$ cat src/rtl/mbbf_pkg.sv
// shared constants for the mouse button bounce filter
package mbbf_pkg;

    // default sizing
    localparam int BUTTONS_DEF   = 3;
    localparam int TIME_BITS_DEF = 16;

    // fixed field widths
    localparam int HOLD_W   = 16;
    localparam int BTN_W    = 2;
    localparam int ACTION_W = 2;
    localparam int ENABLE_W = 3;
    localparam int ADDR_W   = 4;
    localparam int DATA_W   = 32;
    localparam int TDATA_W  = 8;

    // buttons the filter logic knows about
    localparam int FILTER_BUTTONS = 3;

    // input action codes
    localparam logic [ACTION_W-1:0] ACT_TICK    = 2'd0;
    localparam logic [ACTION_W-1:0] ACT_PRESS   = 2'd1;
    localparam logic [ACTION_W-1:0] ACT_RELEASE = 2'd2;
    localparam logic [ACTION_W-1:0] ACT_FLUSH   = 2'd3;

    // register indexes (address bits [3:2])
    localparam logic [1:0] REG_SHORT  = 2'd0;
    localparam logic [1:0] REG_HOLD   = 2'd1;
    localparam logic [1:0] REG_ENABLE = 2'd2;

    // register reset values
    localparam logic [HOLD_W-1:0]   SHORT_RST  = 16'd80;
    localparam logic [HOLD_W-1:0]   HOLD_RST   = 16'd70;
    localparam logic [ENABLE_W-1:0] ENABLE_RST = 3'd1;

endpackage

$ cat src/rtl/mouse_button_bounce_filter_unit.sv
// mouse button bounce filter: release hold with press cancel, stream in and out
// words pass from the pending word bundle through the output register to the master side
// throughput: one item per cycle while each item makes at most one word and m_tready
//   holds; an item making k words (tick or flush paying back k releases) stalls the
//   input until the single output register has drained the pending word bundle
// reset: all button state cleared, registers back to short 80, hold 70, enable 1
module mouse_button_bounce_filter_unit #(
    parameter int BUTTONS   = mbbf_pkg::BUTTONS_DEF,
    parameter int TIME_BITS = mbbf_pkg::TIME_BITS_DEF
) (
    input  logic                          clk,
    input  logic                          rst_n,
    // input stream
    input  logic                          s_tvalid,
    output logic                          s_tready,
    input  logic [mbbf_pkg::TDATA_W-1:0]  s_tdata,   // [1:0] button, rest zero
    input  logic [mbbf_pkg::ACTION_W-1:0] s_tuser,   // [1:0] action
    // output stream
    output logic                          m_tvalid,
    input  logic                          m_tready,
    output logic [mbbf_pkg::TDATA_W-1:0]  m_tdata,   // [1:0] out_button, rest zero
    output logic [1:0]                    m_tuser,   // [0] is_release, [1] delayed
    output logic                          m_tlast,
    // configuration port
    input  logic                          psel,
    input  logic                          penable,
    input  logic                          pwrite,
    input  logic [mbbf_pkg::ADDR_W-1:0]   paddr,
    input  logic [mbbf_pkg::DATA_W-1:0]   pwdata,
    output logic [mbbf_pkg::DATA_W-1:0]   prdata,
    output logic                          pready
);

    localparam int IDX_W = (BUTTONS > 1) ? $clog2(BUTTONS) : 1;
    localparam int CMP_W = (TIME_BITS > mbbf_pkg::HOLD_W) ? TIME_BITS : mbbf_pkg::HOLD_W;

    // configuration registers
    logic [mbbf_pkg::HOLD_W-1:0]   short_reg;
    logic [mbbf_pkg::HOLD_W-1:0]   hold_ticks_reg;
    logic [mbbf_pkg::ENABLE_W-1:0] enable_reg;

    // per-button state
    logic [BUTTONS-1:0]          held_reg, held_next;
    logic [BUTTONS-1:0]          seen_reg, seen_next;
    logic [BUTTONS-1:0]          withheld_reg, withheld_next;
    logic [TIME_BITS-1:0]        since_reg [BUTTONS];
    logic [TIME_BITS-1:0]        since_next [BUTTONS];
    logic [mbbf_pkg::HOLD_W-1:0] left_reg [BUTTONS];
    logic [mbbf_pkg::HOLD_W-1:0] left_next [BUTTONS];

    // pending word bundle: one plain event or a mask of paid-back releases
    logic                       ev_valid_reg, ev_valid_next;
    logic [mbbf_pkg::BTN_W-1:0] ev_button_reg, ev_button_next;
    logic                       ev_release_reg, ev_release_next;
    logic [BUTTONS-1:0]         pay_mask_reg, pay_mask_next;

    // output register
    logic                       out_valid_reg, out_valid_next;
    logic [mbbf_pkg::BTN_W-1:0] out_button_reg, out_button_next;
    logic                       out_release_reg, out_release_next;
    logic                       out_delayed_reg, out_delayed_next;
    logic                       out_last_reg, out_last_next;

    logic                          cfg_write;
    logic                          in_accept;
    logic                          out_free;
    logic                          pending;
    logic                          take_last;
    logic [BUTTONS-1:0]            low_bit;
    logic [BUTTONS-1:0]            mask_rest;
    logic [IDX_W-1:0]              low_idx;
    logic [mbbf_pkg::ACTION_W-1:0] action;
    logic [mbbf_pkg::BTN_W-1:0]    btn_in;
    logic [3:0]                    enable_ext;
    logic                          filtered;

    assign action     = s_tuser;
    assign btn_in     = s_tdata[mbbf_pkg::BTN_W-1:0];
    assign enable_ext = {1'b0, enable_reg};
    assign filtered   = (int'(btn_in) < BUTTONS) && (int'(btn_in) < mbbf_pkg::FILTER_BUTTONS)
                        && enable_ext[btn_in];

    // configuration port
    assign pready    = 1'b1;
    assign cfg_write = psel && penable && pwrite && pready;

    always_comb
    begin
        unique case (paddr[3:2])
            mbbf_pkg::REG_SHORT:  prdata = {16'd0, short_reg};
            mbbf_pkg::REG_HOLD:   prdata = {16'd0, hold_ticks_reg};
            mbbf_pkg::REG_ENABLE: prdata = {29'd0, enable_reg};
            default:              prdata = '0;
        endcase
    end

    always_ff @(posedge clk or negedge rst_n)
    begin
        if (!rst_n)
        begin
            short_reg      <= mbbf_pkg::SHORT_RST;
            hold_ticks_reg <= mbbf_pkg::HOLD_RST;
            enable_reg     <= mbbf_pkg::ENABLE_RST;
        end
        else if (cfg_write)
        begin
            unique case (paddr[3:2])
                mbbf_pkg::REG_SHORT:  short_reg      <= pwdata[15:0];
                mbbf_pkg::REG_HOLD:   hold_ticks_reg <= pwdata[15:0];
                mbbf_pkg::REG_ENABLE: enable_reg     <= pwdata[2:0];
                default:              ;
            endcase
        end
    end

    // drain control: lowest paid-back button goes first
    assign pending   = ev_valid_reg || (|pay_mask_reg);
    assign out_free  = !out_valid_reg || m_tready;
    assign low_bit   = pay_mask_reg & (~pay_mask_reg + BUTTONS'(1));
    assign mask_rest = pay_mask_reg & ~low_bit;
    assign take_last = out_free && pending && (ev_valid_reg || (mask_rest == '0));
    assign s_tready  = !pending || take_last;
    assign in_accept = s_tvalid && s_tready;

    always_comb
    begin
        low_idx = '0;
        for (int b = BUTTONS - 1; b >= 0; b--)
        begin
            if (pay_mask_reg[b])
                low_idx = IDX_W'(b);
        end
    end

    // output register next value
    always_comb
    begin
        out_valid_next   = out_valid_reg;
        out_button_next  = out_button_reg;
        out_release_next = out_release_reg;
        out_delayed_next = out_delayed_reg;
        out_last_next    = out_last_reg;
        if (out_free)
        begin
            out_valid_next = pending;
            if (ev_valid_reg)
            begin
                out_button_next  = ev_button_reg;
                out_release_next = ev_release_reg;
                out_delayed_next = 1'b0;
                out_last_next    = 1'b1;
            end
            else
            begin
                out_button_next  = mbbf_pkg::BTN_W'(low_idx);
                out_release_next = 1'b1;
                out_delayed_next = 1'b1;
                out_last_next    = (mask_rest == '0);
            end
        end
    end

    // item processing and bundle update
    always_comb
    begin
        held_next       = held_reg;
        seen_next       = seen_reg;
        withheld_next   = withheld_reg;
        since_next      = since_reg;
        left_next       = left_reg;
        ev_valid_next   = ev_valid_reg;
        ev_button_next  = ev_button_reg;
        ev_release_next = ev_release_reg;
        pay_mask_next   = pay_mask_reg;

        // words moved to the output register leave the bundle
        if (out_free && pending)
        begin
            if (ev_valid_reg)
                ev_valid_next = 1'b0;
            else
                pay_mask_next = mask_rest;
        end

        if (in_accept)
        begin
            ev_valid_next   = 1'b0;
            ev_button_next  = btn_in;
            ev_release_next = (action == mbbf_pkg::ACT_RELEASE);
            pay_mask_next   = '0;
            case (action)
                // tick: age presses, count down withheld releases
                mbbf_pkg::ACT_TICK:
                begin
                    for (int b = 0; b < BUTTONS; b++)
                    begin
                        if (seen_reg[b] && (since_reg[b] != '1))
                            since_next[b] = since_reg[b] + TIME_BITS'(1);
                        if (withheld_reg[b])
                        begin
                            if (left_reg[b] <= mbbf_pkg::HOLD_W'(1))
                            begin
                                withheld_next[b] = 1'b0;
                                left_next[b]     = '0;
                                held_next[b]     = 1'b0;
                                pay_mask_next[b] = 1'b1;
                            end
                            else
                            begin
                                left_next[b] = left_reg[b] - mbbf_pkg::HOLD_W'(1);
                            end
                        end
                    end
                end
                // flush: pay back every withheld release, clear all state
                mbbf_pkg::ACT_FLUSH:
                begin
                    pay_mask_next = withheld_reg;
                    held_next     = '0;
                    seen_next     = '0;
                    withheld_next = '0;
                    for (int b = 0; b < BUTTONS; b++)
                    begin
                        since_next[b] = '0;
                        left_next[b]  = '0;
                    end
                end
                default:
                begin
                    if (!filtered)
                    begin
                        // disabled or unknown button passes through
                        ev_valid_next = 1'b1;
                    end
                    else
                    begin
                        for (int b = 0; b < BUTTONS; b++)
                        begin
                            if (int'(btn_in) == b)
                            begin
                                if (action == mbbf_pkg::ACT_PRESS)
                                begin
                                    if (withheld_reg[b])
                                    begin
                                        withheld_next[b] = 1'b0;
                                        left_next[b]     = '0;
                                    end
                                    else if (!held_reg[b])
                                    begin
                                        held_next[b]  = 1'b1;
                                        ev_valid_next = 1'b1;
                                    end
                                    seen_next[b]  = 1'b1;
                                    since_next[b] = '0;
                                end
                                else if (!held_reg[b])
                                begin
                                    ev_valid_next = 1'b1;
                                end
                                else if (seen_reg[b] &&
                                         (CMP_W'(since_reg[b]) < CMP_W'(short_reg)))
                                begin
                                    withheld_next[b] = 1'b1;
                                    left_next[b]     = hold_ticks_reg;
                                end
                                else
                                begin
                                    held_next[b]  = 1'b0;
                                    ev_valid_next = 1'b1;
                                end
                            end
                        end
                    end
                end
            endcase
        end
    end

    // state, bundle and output registers
    always_ff @(posedge clk or negedge rst_n)
    begin
        if (!rst_n)
        begin
            held_reg      <= '0;
            seen_reg      <= '0;
            withheld_reg  <= '0;
            ev_valid_reg  <= 1'b0;
            pay_mask_reg  <= '0;
            out_valid_reg <= 1'b0;
            for (int b = 0; b < BUTTONS; b++)
            begin
                since_reg[b] <= '0;
                left_reg[b]  <= '0;
            end
        end
        else
        begin
            held_reg      <= held_next;
            seen_reg      <= seen_next;
            withheld_reg  <= withheld_next;
            ev_valid_reg  <= ev_valid_next;
            pay_mask_reg  <= pay_mask_next;
            out_valid_reg <= out_valid_next;
            since_reg     <= since_next;
            left_reg      <= left_next;
        end
    end

    always_ff @(posedge clk)
    begin
        ev_button_reg   <= ev_button_next;
        ev_release_reg  <= ev_release_next;
        out_button_reg  <= out_button_next;
        out_release_reg <= out_release_next;
        out_delayed_reg <= out_delayed_next;
        out_last_reg    <= out_last_next;
    end

    assign m_tvalid = out_valid_reg;
    assign m_tdata  = {{(mbbf_pkg::TDATA_W - mbbf_pkg::BTN_W){1'b0}}, out_button_reg};
    assign m_tuser  = {out_delayed_reg, out_release_reg};
    assign m_tlast  = out_last_reg;

    // a bundle carries either a plain event or paid-back releases, never both
    assert property (@(posedge clk) disable iff (!rst_n)
        !(ev_valid_reg && (|pay_mask_reg)))
        else $error("bundle holds event and paid-back mask together");

    // a paid-back word is always a release
    assert property (@(posedge clk) disable iff (!rst_n)
        (m_tvalid && m_tuser[1]) |-> m_tuser[0])
        else $error("delayed word is not a release");

    // a flush leaves no button held or withheld
    assert property (@(posedge clk) disable iff (!rst_n)
        (in_accept && (action == mbbf_pkg::ACT_FLUSH)) |=>
            ((withheld_reg == '0) && (held_reg == '0) && (seen_reg == '0)))
        else $error("state not cleared after flush");

    // input stalls only while words are still pending
    assert property (@(posedge clk) disable iff (!rst_n)
        !s_tready |-> pending)
        else $error("input stalled with nothing pending");

endmodule

$ cat config.mk
export PLATFORM = sky130hd
export DESIGN_NAME = mouse_button_bounce_filter_unit
export DESIGN_NICKNAME = d
export VERILOG_FILES = /design/src/rtl/mbbf_pkg.sv /design/src/rtl/mouse_button_bounce_filter_unit.sv
export SDC_FILE = /design/constraint.sdc
export NUM_CORES = 1
export LEC_CHECK = 0
export ABC_AREA = 1
export BUFFER_PORTS_ARGS = -buffer_cell sky130_fd_sc_hd__buf_2
export CORE_MARGIN = 2
export CORE_UTILIZATION = 26
export DETAILED_ROUTE_END_ITERATION = 16
export REMOVE_ABC_BUFFERS = 1
export SLEW_MARGIN = 30
export SYNTH_ARGS = -nofsm -noshare
export SYNTH_HDL_FRONTEND = slang
export SYNTH_SLANG_ARGS = --single-unit
$ cat constraint.sdc
create_clock -name clk -period 2.3 [get_ports clk]
set_clock_uncertainty 0.05 [all_clocks]
set_input_delay 0.69 -clock clk [delete_from_list [all_inputs] [get_ports clk]]
set_output_delay 0.69 -clock clk [all_outputs]
set_load 0.02 [all_outputs]
Word level (Yosys, flattened, before mapping)
Cells that the tools add are included. Widths: inputs -> output; s select.

Output and inout port bits: 46. Input bits: 53. Flip-flop bits (word level): 153. Logic and storage cells: 254.

Multiplexer cells: 121. Magnitude comparators: 8. Equal/unequal tests: 26. Add/subtract/negate cells: 7. Reduce and logical (&&, ||, !) cells: 60. Bitwise logic cells: 5.

Operator list (number): $mux 16 (28); $pmux 48 s2 (2); $mux 48 (2); $mux 1 (73); $add 16x1->16 const B (3); $le 16x1->1 const B (3); $lt 16x16->1 (3); $ne 16x16->1 const B (3); $pmux 16 s3 (1); $sub 16x1->16 const B (3); $reduce_and 5->1 (9); $pmux 3 s2 (4); $reduce_bool 4->1 (6); $reduce_and 7->1 (3); $mux 3 (6); $ne 2x2->1 const B (9); $reduce_and 6->1 (3); $ne 5x4->1 const B (3); $reduce_bool 3->1 (5); $logic_and 1x1->1 (12); $ne 4x2->1 const B (3); $reduce_bool 2->1 (6); $eq 2x2->1 const B (5); $mux 2 (4); other kinds (16) (28).

Depth between registers and ports, before layout
Gate-level depths: netlist of the first run.

Depth after elaboration: 17. Gate-level depth with buffers: 18. Depth with buffers taken out: 18.

Worst setup path after synthesis of the first run
Ideal clock, no wire load.

Path kind: input to register. Start: input s_tuser[0] in the netlist's numbering. End: register left_reg[47] in the netlist's numbering. Arrival time: 2218 ps. Setup time: 71 ps. Path slack: -39 ps. Cell stages on the path: 13. Data required time: 2179 ps. Path buffers: 2. Cell sequence: inv_1 ha_1 buf_2 nor2_1 inv_1 a21oi_1 inv_1 o21ai_1 nor2_4 nand2_2 buf_2 nor2_1 nor2_1.

Longest elaborated chain between the ends: 5. Elaborated cells on any way between the ends: 14.

RTL lines: start: declaration (line mouse_button_bounce_filter_unit.sv:17) `input logic [mbbf_pkg::ACTION_W-1:0] s_tuser,`; $eq 2x1->1 (line mouse_button_bounce_filter_unit.sv:241) `if (action == mbbf_pkg::ACT_PRESS)`; $mux 16 (line mouse_button_bounce_filter_unit.sv:241); $mux 16 (line mouse_button_bounce_filter_unit.sv:239) `if (int'(btn_in) == b)`; $mux 48 (line mouse_button_bounce_filter_unit.sv:230) `if (!filtered)`; $pmux 48 s2 (line mouse_button_bounce_filter_unit.sv:191) `case (action)`; end signal: assignment (line mouse_button_bounce_filter_unit.sv:305) `left_reg <= left_next;`; end: declaration (line mouse_button_bounce_filter_unit.sv:48) `logic [mbbf_pkg::HOLD_W-1:0] left_reg [BUTTONS];`.

Parallel ways exist; a longest one is shown, timed or not. The select of a mux whose other input is x is not followed. A chain may end at the register's enable or synchronous reset.

Worst setup path in the final report of the first run
Start: input paddr[3] in the netlist's numbering. End: output prdata[2] in the netlist's numbering.

Longest elaborated chain between the ends: 2. Elaborated cells on any way between the ends: 4.

RTL lines: start: declaration (line mouse_button_bounce_filter_unit.sv:28) `input logic [mbbf_pkg::ADDR_W-1:0] paddr,`; $eq 2x2->1, or another cell as far along (line mouse_button_bounce_filter_unit.sv:89) `unique case (paddr[3:2])`; $pmux 16 s3 (*) (line mouse_button_bounce_filter_unit.sv:89); end: declaration (line mouse_button_bounce_filter_unit.sv:30) `output logic [mbbf_pkg::DATA_W-1:0] prdata,`.

Every way passes the cells marked *; elsewhere a longest branch is shown, timed or not.

==> results_dict.tcl, run 1 <==
set metrics [dict create \
    status "finished, final reports clean" \
    post_dr_wirelength_cell_um 13.9 \
    first_global_vias 9032 \
    dr_wl_met2_mm 13.3 \
    grt_use_total_pct 13.9 \
    finalHoldViolations 0 \
    tightestPinTransition_ns 0.559 \
    die_h_um 200 \
    numCtsBuffers 17 \
    synth_area_per_cell_um2 7.53 \
    area_overhead_vs_synth_pct 27.7 \
    grt_first_pass_wirelength_mm 45.6 \
    place.gp.congestion 0.873 \
    netlist-cell-type-count 47 \
    area_fraction_in_compound_gates_after_synthesis_pct 13.2 \
    finalWorstSetupSlack_ns 0.0218 \
    cts-root-buf "sky130_fd_sc_hd__clkbuf_16" \
    final_net_count 1606 \
    via_per_inst 4.61 \
    clk-insertion-delay-late_ns 0.44 \
    cp_num_buf_inv 4 \
    drt_drc_violations_left 0 \
    synth.top_cell.area_share_pct 34.7 \
    h-tree-depth 4 \
    dieArea_um2 40200 \
    synth_area_um2 10000 \
    fp.dieW_um 200 \
    max-slew-margin-rel_pct 62.6 \
    crit_path_top_delay_cell "sky130_fd_sc_hd__buf_4" \
    drt_iter0_drc 677 \
    portBuffers 51 \
    vdd.ir_drop.worst_mv 0.563 \
    final_antenna_diode_count 0 \
    ys_ff_latch 153 \
    globalRoute.totalOverflow 0 \
    worstPathRequired_ns 1.56 \
    pin_count_of_the_biggest_net_entering_global_routing 42 \
    netlist_instances 1332 \
    topRoutingLayerUsed "met4" \
    cts_hold_buffers 0 \
    synth.area.mux_share_pct 0.674 \
    final_period_minus_worst_setup_slack_ns 2.28 \
    slew_viol_final 0 \
    clkSinkCount 153 \
    timing.critical_path.cells "buf_4, nor2_4, buf_12, buf_12, nand2_4, o211ai_1, buf_4" \
    synth-edff-count 8 \
    setup_tns_ns 0 \
    antenna_violations_before_repair 0 \
    cp-start-kind "primary input" \
    rsz_0062_raised_after_global_routing "true" \
    dominant_combinational_cell_family_by_area_after_synthesis "simple AND/OR/NAND/NOR gates" \
    synth-async-reset-ratio_pct 94.8 \
    synth-main-ff-cell "sky130_fd_sc_hd__dfrtp_1" \
    critPathMaxFanout 5 \
    route.vias.total 9307 \
    place_hpwl_mm 20.9 \
    critical_path_arrival_ns 1.54 \
    synth_area_leaders "sky130_fd_sc_hd__dfrtp_1, sky130_fd_sc_hd__nand2_1, sky130_fd_sc_hd__ha_1" \
    final.period_utilization_pct 99.1 \
    hold_path_class "in -> async" \
    synth_area_leader_cell "sky130_fd_sc_hd__dfrtp_1" \
    cp_capture_type "output port" \
    clockBufferDepth 2 \
    floorplan.io_pins 99 \
    drt_wl_total_mm 28.1 \
    synth_simple_gate_area_share_pct 26.1 \
    initial_utilization_pct 26.5 \
    crit_path_max_incr_delay_ns 0.19 \
    layout_commonest_cell "sky130_fd_sc_hd__nand2_1" \
    post_route_cells_drive_above_1_share_pct 20.8 \
    first_pass_iters 5 \
    synth_fa_ha_area_share_pct 7.23 \
    critical_path.top_delay_family "buffers and inverters" \
    detailroute.wirelength.met3_mm 1.44 \
    ant_nets 0 \
    met1_length_mm 13.0 \
    seq_area_frac_synth_pct 38.6 \
    worst_setup_hold_path_clk_slew_ns 0.07 \
    place_ws_ns -0.305 \
    fp-row-count 71 \
    setup-violations-final 0 \
    core_area_um2 37800 \
    power_leakage_nw 6.01 \
    mostFrequentLayoutCells "sky130_fd_sc_hd__nand2_1, sky130_fd_sc_hd__dfrtp_1, sky130_fd_sc_hd__inv_1" \
    post_synth_xor_area_fraction_pct 4.63 \
    clock_tree_from_tritoncts "yes" \
    power.density_cell_area_nw_per_um2 809 \
    cp_class "in -> out" \
    timing.max_cap.violations 0 \
    synth.yosys.warnings 0 \
    clock.fmax_ghz 0.439 \
]
## repair_timing
action                     in CTS  in global routing
gates cloned                    0                  8
pin swaps                      10                 26
setup endpoints to repair      48                 79
setup buffers                   7                  9
resized for setup              31                 91
## metrics by stage
stage	util, %	instances	power, mW	hold WS, ns	cell area, µm²
floorplan	-	1294	6.10	0.344	9760
global placement	30.6	1963	7.18	0.416	11600
detailed placement	30.6	1963	7.27	0.423	11600
CTS	32.4	2001	10.1	0.132	12200
global route	33.8	2018	11.2	0.135	12800
finish	33.8	2018	10.4	0.127	12800
## where the power goes
| part | internal [mW] | leakage [nW] | switching [mW] |
|---|---|---|---|
| clock | 1.49 | 0.266 | 1.23 |
| sequential | 3.33 | 1.96 | 0.648 |
| combinational | 1.53 | 3.78 | 2.14 |
| total | 6.35 | 6.01 | 4.01 |
## final timing paths
check,startpoint,endpoint,slack [ns],depth (start not counted)
hold / removal,rst_n,left_reg[13],0.13,1
setup / recovery,paddr[3],prdata[2],0.02,7
max in group asynchronous,rst_n,hold_ticks_reg[2],1.40,2
setup reg to reg,short_reg[6],ev_valid_reg,0.03,14
min in group clk,pwdata[4],short_reg[4],0.44,3
hold reg to reg,short_reg[8],short_reg[8],0.45,2
## Yosys cell counts (all sizes together), types with 28 or more instances
| cell type | n |
|---|---|
| a21oi | 37 |
| nand4 | 28 |
| xor2 | 37 |
| buf | 44 |
| nor2 | 129 |
| nor3 | 39 |
| nand3 | 65 |
| o21ai | 151 |
| ha | 58 |
| inv | 158 |
| dfrtp | 139 |
| nand2 | 321 |
## cell type report
| type | instances | area (µm²) |
|---|---|---|
| Clock buffer | 17 | 425 |
| Clock inverter | 14 | 125 |
| Fill cell | 3991 | 25000 |
| Inverter | 158 | 613 |
| Multi-Input combinational cell | 984 | 5650 |
| Sequential cell | 153 | 3880 |
| Tap cell | 511 | 639 |
| Timing Repair Buffer | 180 | 1480 |
| Timing Repair inverter | 1 | 6.26 |
## cells by family (layout without fill, tap and decap cells)
family	count (synthesis)	in the layout
AOI/OAI and AO/OA	240	240
xor gates and xnor gates	53	53
adders and majority gates	58	58
buffers and inverters	217	370
DFF	153	153
muxes	6	6
other	2	23
and+or+nand+nor	603	604
## layer usage
| layer | global-route usage, % | vias up |
|---|---|---|
| li1 | - | 4682 |
| met1 | 19.2 | 4389 |
| met2 | 22.5 | 209 |
| met3 | 2.35 | 27 |
| met4 | 3.97 | 0 |
| met5 | 0 | - |
Power figures use the tool's default switching activity.
==> run 2, diff against run 1 <==
==> constraint.sdc (replaced) <==
create_clock -name clk -period 2.65 [get_ports clk]
set_clock_uncertainty 0.05 [all_clocks]
set_input_delay 0.795 -clock clk [delete_from_list [all_inputs] [get_ports clk]]
set_output_delay 0.795 -clock clk [all_outputs]
set_load 0.02 [all_outputs]
==> results_dict.tcl, run 2 (synthesis gave the netlist of run 1 again) <==
set metrics [dict create \
    timing.max_cap.violations 0 \
    pin_count_of_the_biggest_net_entering_global_routing 42 \
    finalWorstSetupSlack_ns 0.0903 \
    mostFrequentLayoutCells "sky130_fd_sc_hd__nand2_1, sky130_fd_sc_hd__inv_1, sky130_fd_sc_hd__dfrtp_1" \
    worst_r2r_path_depth 13 \
    status "finished, final reports clean" \
    clk-insertion-delay-late_ns 0.45 \
    final_antenna_diode_count 0 \
    placed_cells_incl_taps 1915 \
    power.density_cell_area_nw_per_um2 725 \
    portBuffers 51 \
    layout_commonest_cell "sky130_fd_sc_hd__nand2_1" \
    drt_drc_violations_left 0 \
    vdd.ir_drop.worst_mv 0.505 \
    globalRoute.totalOverflow 0 \
    first_pass_iters 5 \
    worst_setup_hold_path_clk_slew_ns 0.07 \
    power_leakage_nw 5.53 \
    place_ws_ns -0.0457 \
    crit_path_top_delay_cell "sky130_fd_sc_hd__o21ai_0" \
    cp_capture_type "output port" \
    design_area_um2 11800 \
    cp-start-kind "primary input" \
    tightestPinTransition_ns 0.561 \
    route.vias.total 8876 \
    rsz_0062_raised_after_global_routing "false" \
    initial_utilization_pct 26.5 \
    cpMostUsedCell "sky130_fd_sc_hd__buf_2" \
    drt_iter0_drc 618 \
    dieArea_um2 40200 \
    die_h_um 200 \
    setup-violations-final 0 \
    clock.fmax_ghz 0.391 \
    grt_first_pass_wirelength_mm 44.1 \
    finish.utilization_pct 31.1 \
    via_per_inst 4.56 \
    h-tree-depth 4 \
    post_route_cells_drive_above_1_share_pct 12.2 \
    worstPathRequired_ns 1.81 \
    post_dp_cell_area_um2 11200 \
    place_hpwl_mm 20.6 \
    critPathMaxFanout 12 \
    max-slew-margin-rel_pct 62.2 \
    floorplan.io_pins 99 \
    antenna_violations_before_repair 0 \
    area_overhead_vs_synth_pct 17.2 \
    drt_wl_total_mm 26.6 \
    slew_viol_final 0 \
    cts-root-buf "sky130_fd_sc_hd__clkbuf_16" \
    critical_path.top_delay_family "buffers and inverters" \
    finalHoldViolations 0 \
    worst_r2r_startpoint "short_reg[6]" \
    hold_path_class "in -> async" \
    timing.critical_path.cells "buf_2, nor2_1, inv_1, buf_12, o21ai_0, buf_2" \
    core_area_um2 37800 \
    clock_tree_from_tritoncts "yes" \
    cp.depth 6 \
    final.period_utilization_pct 96.6 \
    final_period_minus_worst_setup_slack_ns 2.56 \
    post_dr_wirelength_cell_um 13.7 \
    clockBufferDepth 2 \
    regToRegEndpoint "left_reg[22]" \
    crit_path_max_incr_delay_ns 0.21 \
    fp-row-count 71 \
    grt_use_total_pct 13.5 \
    first_global_vias 8567 \
    place.gp.congestion 0.905 \
    cp_num_buf_inv 4 \
    setup.reg_to_reg.worst_slack_ns 0.24 \
    critical_path_arrival_ns 1.71 \
    fp.dieW_um 200 \
    ant_nets 0 \
    final_net_count 1534 \
    layout.cells.non_filler 1947 \
    setup_tns_ns 0 \
    cp_class "in -> out" \
    numCtsBuffers 17 \
    clkSinkCount 153 \
]
run 2: stage by stage:
| stage | power (mW) | hold slack [ns] |
|---|---|---|
| after floorplan | 5.29 | 0.403 |
| after global placement | 6.13 | 0.418 |
| after detailed placement | 6.20 | 0.424 |
| after CTS | 8.59 | 0.232 |
| after global routing | 9.19 | 0.243 |
| final | 8.53 | 0.225 |
run 2: layer usage:
layer  track usage (%)  share of wire [%]  vias up
met2              22.3                 46      179
met3              2.21                4.0       18
li1                  -                  -     4531
met5                 0                  0        -
met1              18.7                 49     4148
met4              3.12               0.92        0
run 2: area by class of cell:
class                      count  area [µm²]
clock buffer                  17         425
tap                          511         639
fill                        4042       26100
timing repair buffer         110         805
multi-input combinational    983        5290
clock inverter                15         131
sequential                   153        3880
inverter                     158         593
run 2: timing repair:
item	4_1_cts	5_1_grt
hold buffers	0	0
setup endpoints to repair	0	2
buffers inserted	0	0
resized for setup	0	2
run 2: report_power, final:
part	total [mW]	leakage [nW]	switching [mW]	internal, mW
combinational	2.73	3.31	1.69	1.04
sequential	3.44	1.96	0.544	2.89
clock	2.36	0.267	1.13	1.23
total	8.53	5.53	3.36	5.17
run 2: how the worst max path moves through the flow:
stage / end / slack [ns] / from
after CTS: prdata[7] / 0.08 / paddr[3]
after global routing: prdata[4] / 0.03 / paddr[3]
after detailed placement: since_reg[10] / -0.05 / s_tuser[0]
after global placement: since_reg[10] / 0.02 / s_tuser[0]
after floorplan: since_reg[18] / -0.46 / s_tuser[0]
final: prdata[8] / 0.09 / paddr[3]
==> run 3, diff against run 2 <==
--- a/config.mk
+++ b/config.mk
@@ -8,8 +8,9 @@
 export ABC_AREA = 1
 export BUFFER_PORTS_ARGS = -buffer_cell sky130_fd_sc_hd__buf_2
 export CORE_MARGIN = 2
-export CORE_UTILIZATION = 26
+export CORE_UTILIZATION = 29
 export DETAILED_ROUTE_END_ITERATION = 16
+export GPL_TIMING_DRIVEN = 1
 export REMOVE_ABC_BUFFERS = 1
 export SLEW_MARGIN = 30
 export SYNTH_ARGS = -nofsm -noshare
==> results_dict.tcl, run 3 (synthesis gave the netlist of run 1 again) <==
set metrics [dict create \
    drt_drc_violations_left 0 \
    post_dr_wirelength_cell_um 14.2 \
    pin_count_of_the_biggest_net_entering_global_routing 54 \
    final_antenna_diode_count 0 \
    crit_path_max_incr_delay_ns 0.22 \
    critical_path.top_delay_family "buffers and inverters" \
    ant_nets 0 \
    post_dp_cell_area_um2 11100 \
    hold_path_class "in -> async" \
    mostFrequentLayoutCells "sky130_fd_sc_hd__nand2_1, sky130_fd_sc_hd__inv_1, sky130_fd_sc_hd__dfrtp_1" \
    route.vias.total 8960 \
    globalRoute.totalOverflow 0 \
    dieArea_um2 36100 \
    clkSinkCount 153 \
    cp_num_buf_inv 5 \
    die_h_um 190 \
    cp_class "in -> out" \
    final_period_minus_worst_setup_slack_ns 2.57 \
    worstPathRequired_ns 1.81 \
    critical_path_arrival_ns 1.72 \
    filler_cell_count 3635 \
    final_net_count 1535 \
    h-tree-depth 4 \
    drt_wl_total_mm 26.8 \
    fin_worst_hold_slack_ns 0.203 \
    cp-start-kind "primary input" \
    timing.max_cap.violations 0 \
    crit_path_top_delay_cell "sky130_fd_sc_hd__buf_2" \
    core_area_um2 34300 \
    floorplan.io_pins 99 \
    first_global_vias 8513 \
    worst_setup_hold_path_clk_slew_ns 0.07 \
    finish.utilization_pct 34.2 \
    place.gp.congestion 0.870 \
    first_pass_iters 5 \
    cpMostUsedCell "sky130_fd_sc_hd__buf_2" \
    clockBufferDepth 2 \
    drt_iter0_drc 713 \
    portBuffers 51 \
    grt_use_total_pct 15.5 \
    design_area_um2 11700 \
    rsz_0062_raised_after_global_routing "false" \
    power_leakage_nw 5.56 \
    grt_first_pass_wirelength_mm 44.0 \
    cp_capture_type "output port" \
    cts-root-buf "sky130_fd_sc_hd__clkbuf_16" \
    area_overhead_vs_synth_pct 16.9 \
    timing.critical_path.cells "buf_2, inv_1, nor2_1, buf_4, buf_6, nand2_1, o21ai_0, buf_2" \
    place_hpwl_mm 20.6 \
    initial_utilization_pct 29.3 \
    critPathMaxFanout 12 \
    setup-violations-final 0 \
    status "finished, final reports clean" \
    fp.dieW_um 190 \
    clock_tree_from_tritoncts "yes" \
    pwr_total_mw 8.63 \
    setup_tns_ns 0 \
    tightestPinTransition_ns 0.514 \
    fp-row-count 68 \
    numCtsBuffers 17 \
    max-slew-margin-rel_pct 65.5 \
    via_per_inst 4.74 \
    power.density_cell_area_nw_per_um2 736 \
    final.period_utilization_pct 96.9 \
    post_route_cells_drive_above_1_share_pct 12.5 \
    layout_commonest_cell "sky130_fd_sc_hd__nand2_1" \
    antenna_violations_before_repair 0 \
    vdd.ir_drop.worst_mv 0.508 \
    clock.fmax_ghz 0.389 \
    slew_viol_final 0 \
    finalHoldViolations 0 \
    clk-insertion-delay-late_ns 0.45 \
]
==> run 3: path summary, 6_finish.rpt <==
check | startpoint | to | slack, ns | cells after the start
max | paddr[2] | prdata[7] | 0.08 | 8
max reg2reg | short_reg[6] | left_reg[20] | 0.23 | 11
max in group asynchronous | rst_n | hold_ticks_reg[6] | 1.61 | 2
min reg2reg | short_reg[2] | short_reg[2] | 0.44 | 2
min in group clk | short_reg[2] | short_reg[2] | 0.44 | 2
min | rst_n | left_reg[15] | 0.20 | 1
==> run 3: area by class of cell <==
| class | count | area, µm² | area share (%) |
|---|---|---|---|
| clock buffer | 17 | 425 | 3.63 |
| clock inverter | 15 | 149 | 1.27 |
| inverter | 158 | 593 | 5.06 |
| multi-input combinational | 983 | 5300 | 45.2 |
| sequential | 153 | 3880 | 33.0 |
| tap | 455 | 569 | 4.85 |
| timing repair buffer | 111 | 816 | 6.95 |
==> run 3: metrics by stage <==
| step | std cells | setup WS, ns |
|---|---|---|
| 2_1_floorplan | 1294 | -0.460 |
| 3_3_place_gp | 1860 | 0.00257 |
| 3_5_place_dp | 1860 | -0.0563 |
| 4_1_cts | 1892 | 0.00148 |
| 5_1_grt | 1892 | 0.00529 |
| 6_report | 1892 | 0.0822 |
==> run 3: power breakdown <==
group	leakage, nW	internal, mW	total [mW]	switching [mW]
combinational	3.32	1.05	2.74	1.69
sequential	1.96	2.89	3.44	0.548
clock	0.280	1.33	2.46	1.13
==> run 3: layer usage <==
metal | global-route usage [%] | wire, µm | part of all wire, % | vias up
li1 | - | - | - | 4547
met1 | 21.5 | 12700 | 47 | 4190
met2 | 24.6 | 12400 | 46 | 199
met3 | 2.82 | 1300 | 4.9 | 24
met4 | 4.50 | 426 | 1.6 | 0
met5 | 0 | 0 | 0 | -
==> run 3: repair_timing <==
action	CTS	global route
endpoints found under the hold margin	0	0
setup buffers	0	0
hold buffers	0	0
resized for setup	0	6
setup endpoints to repair	0	6
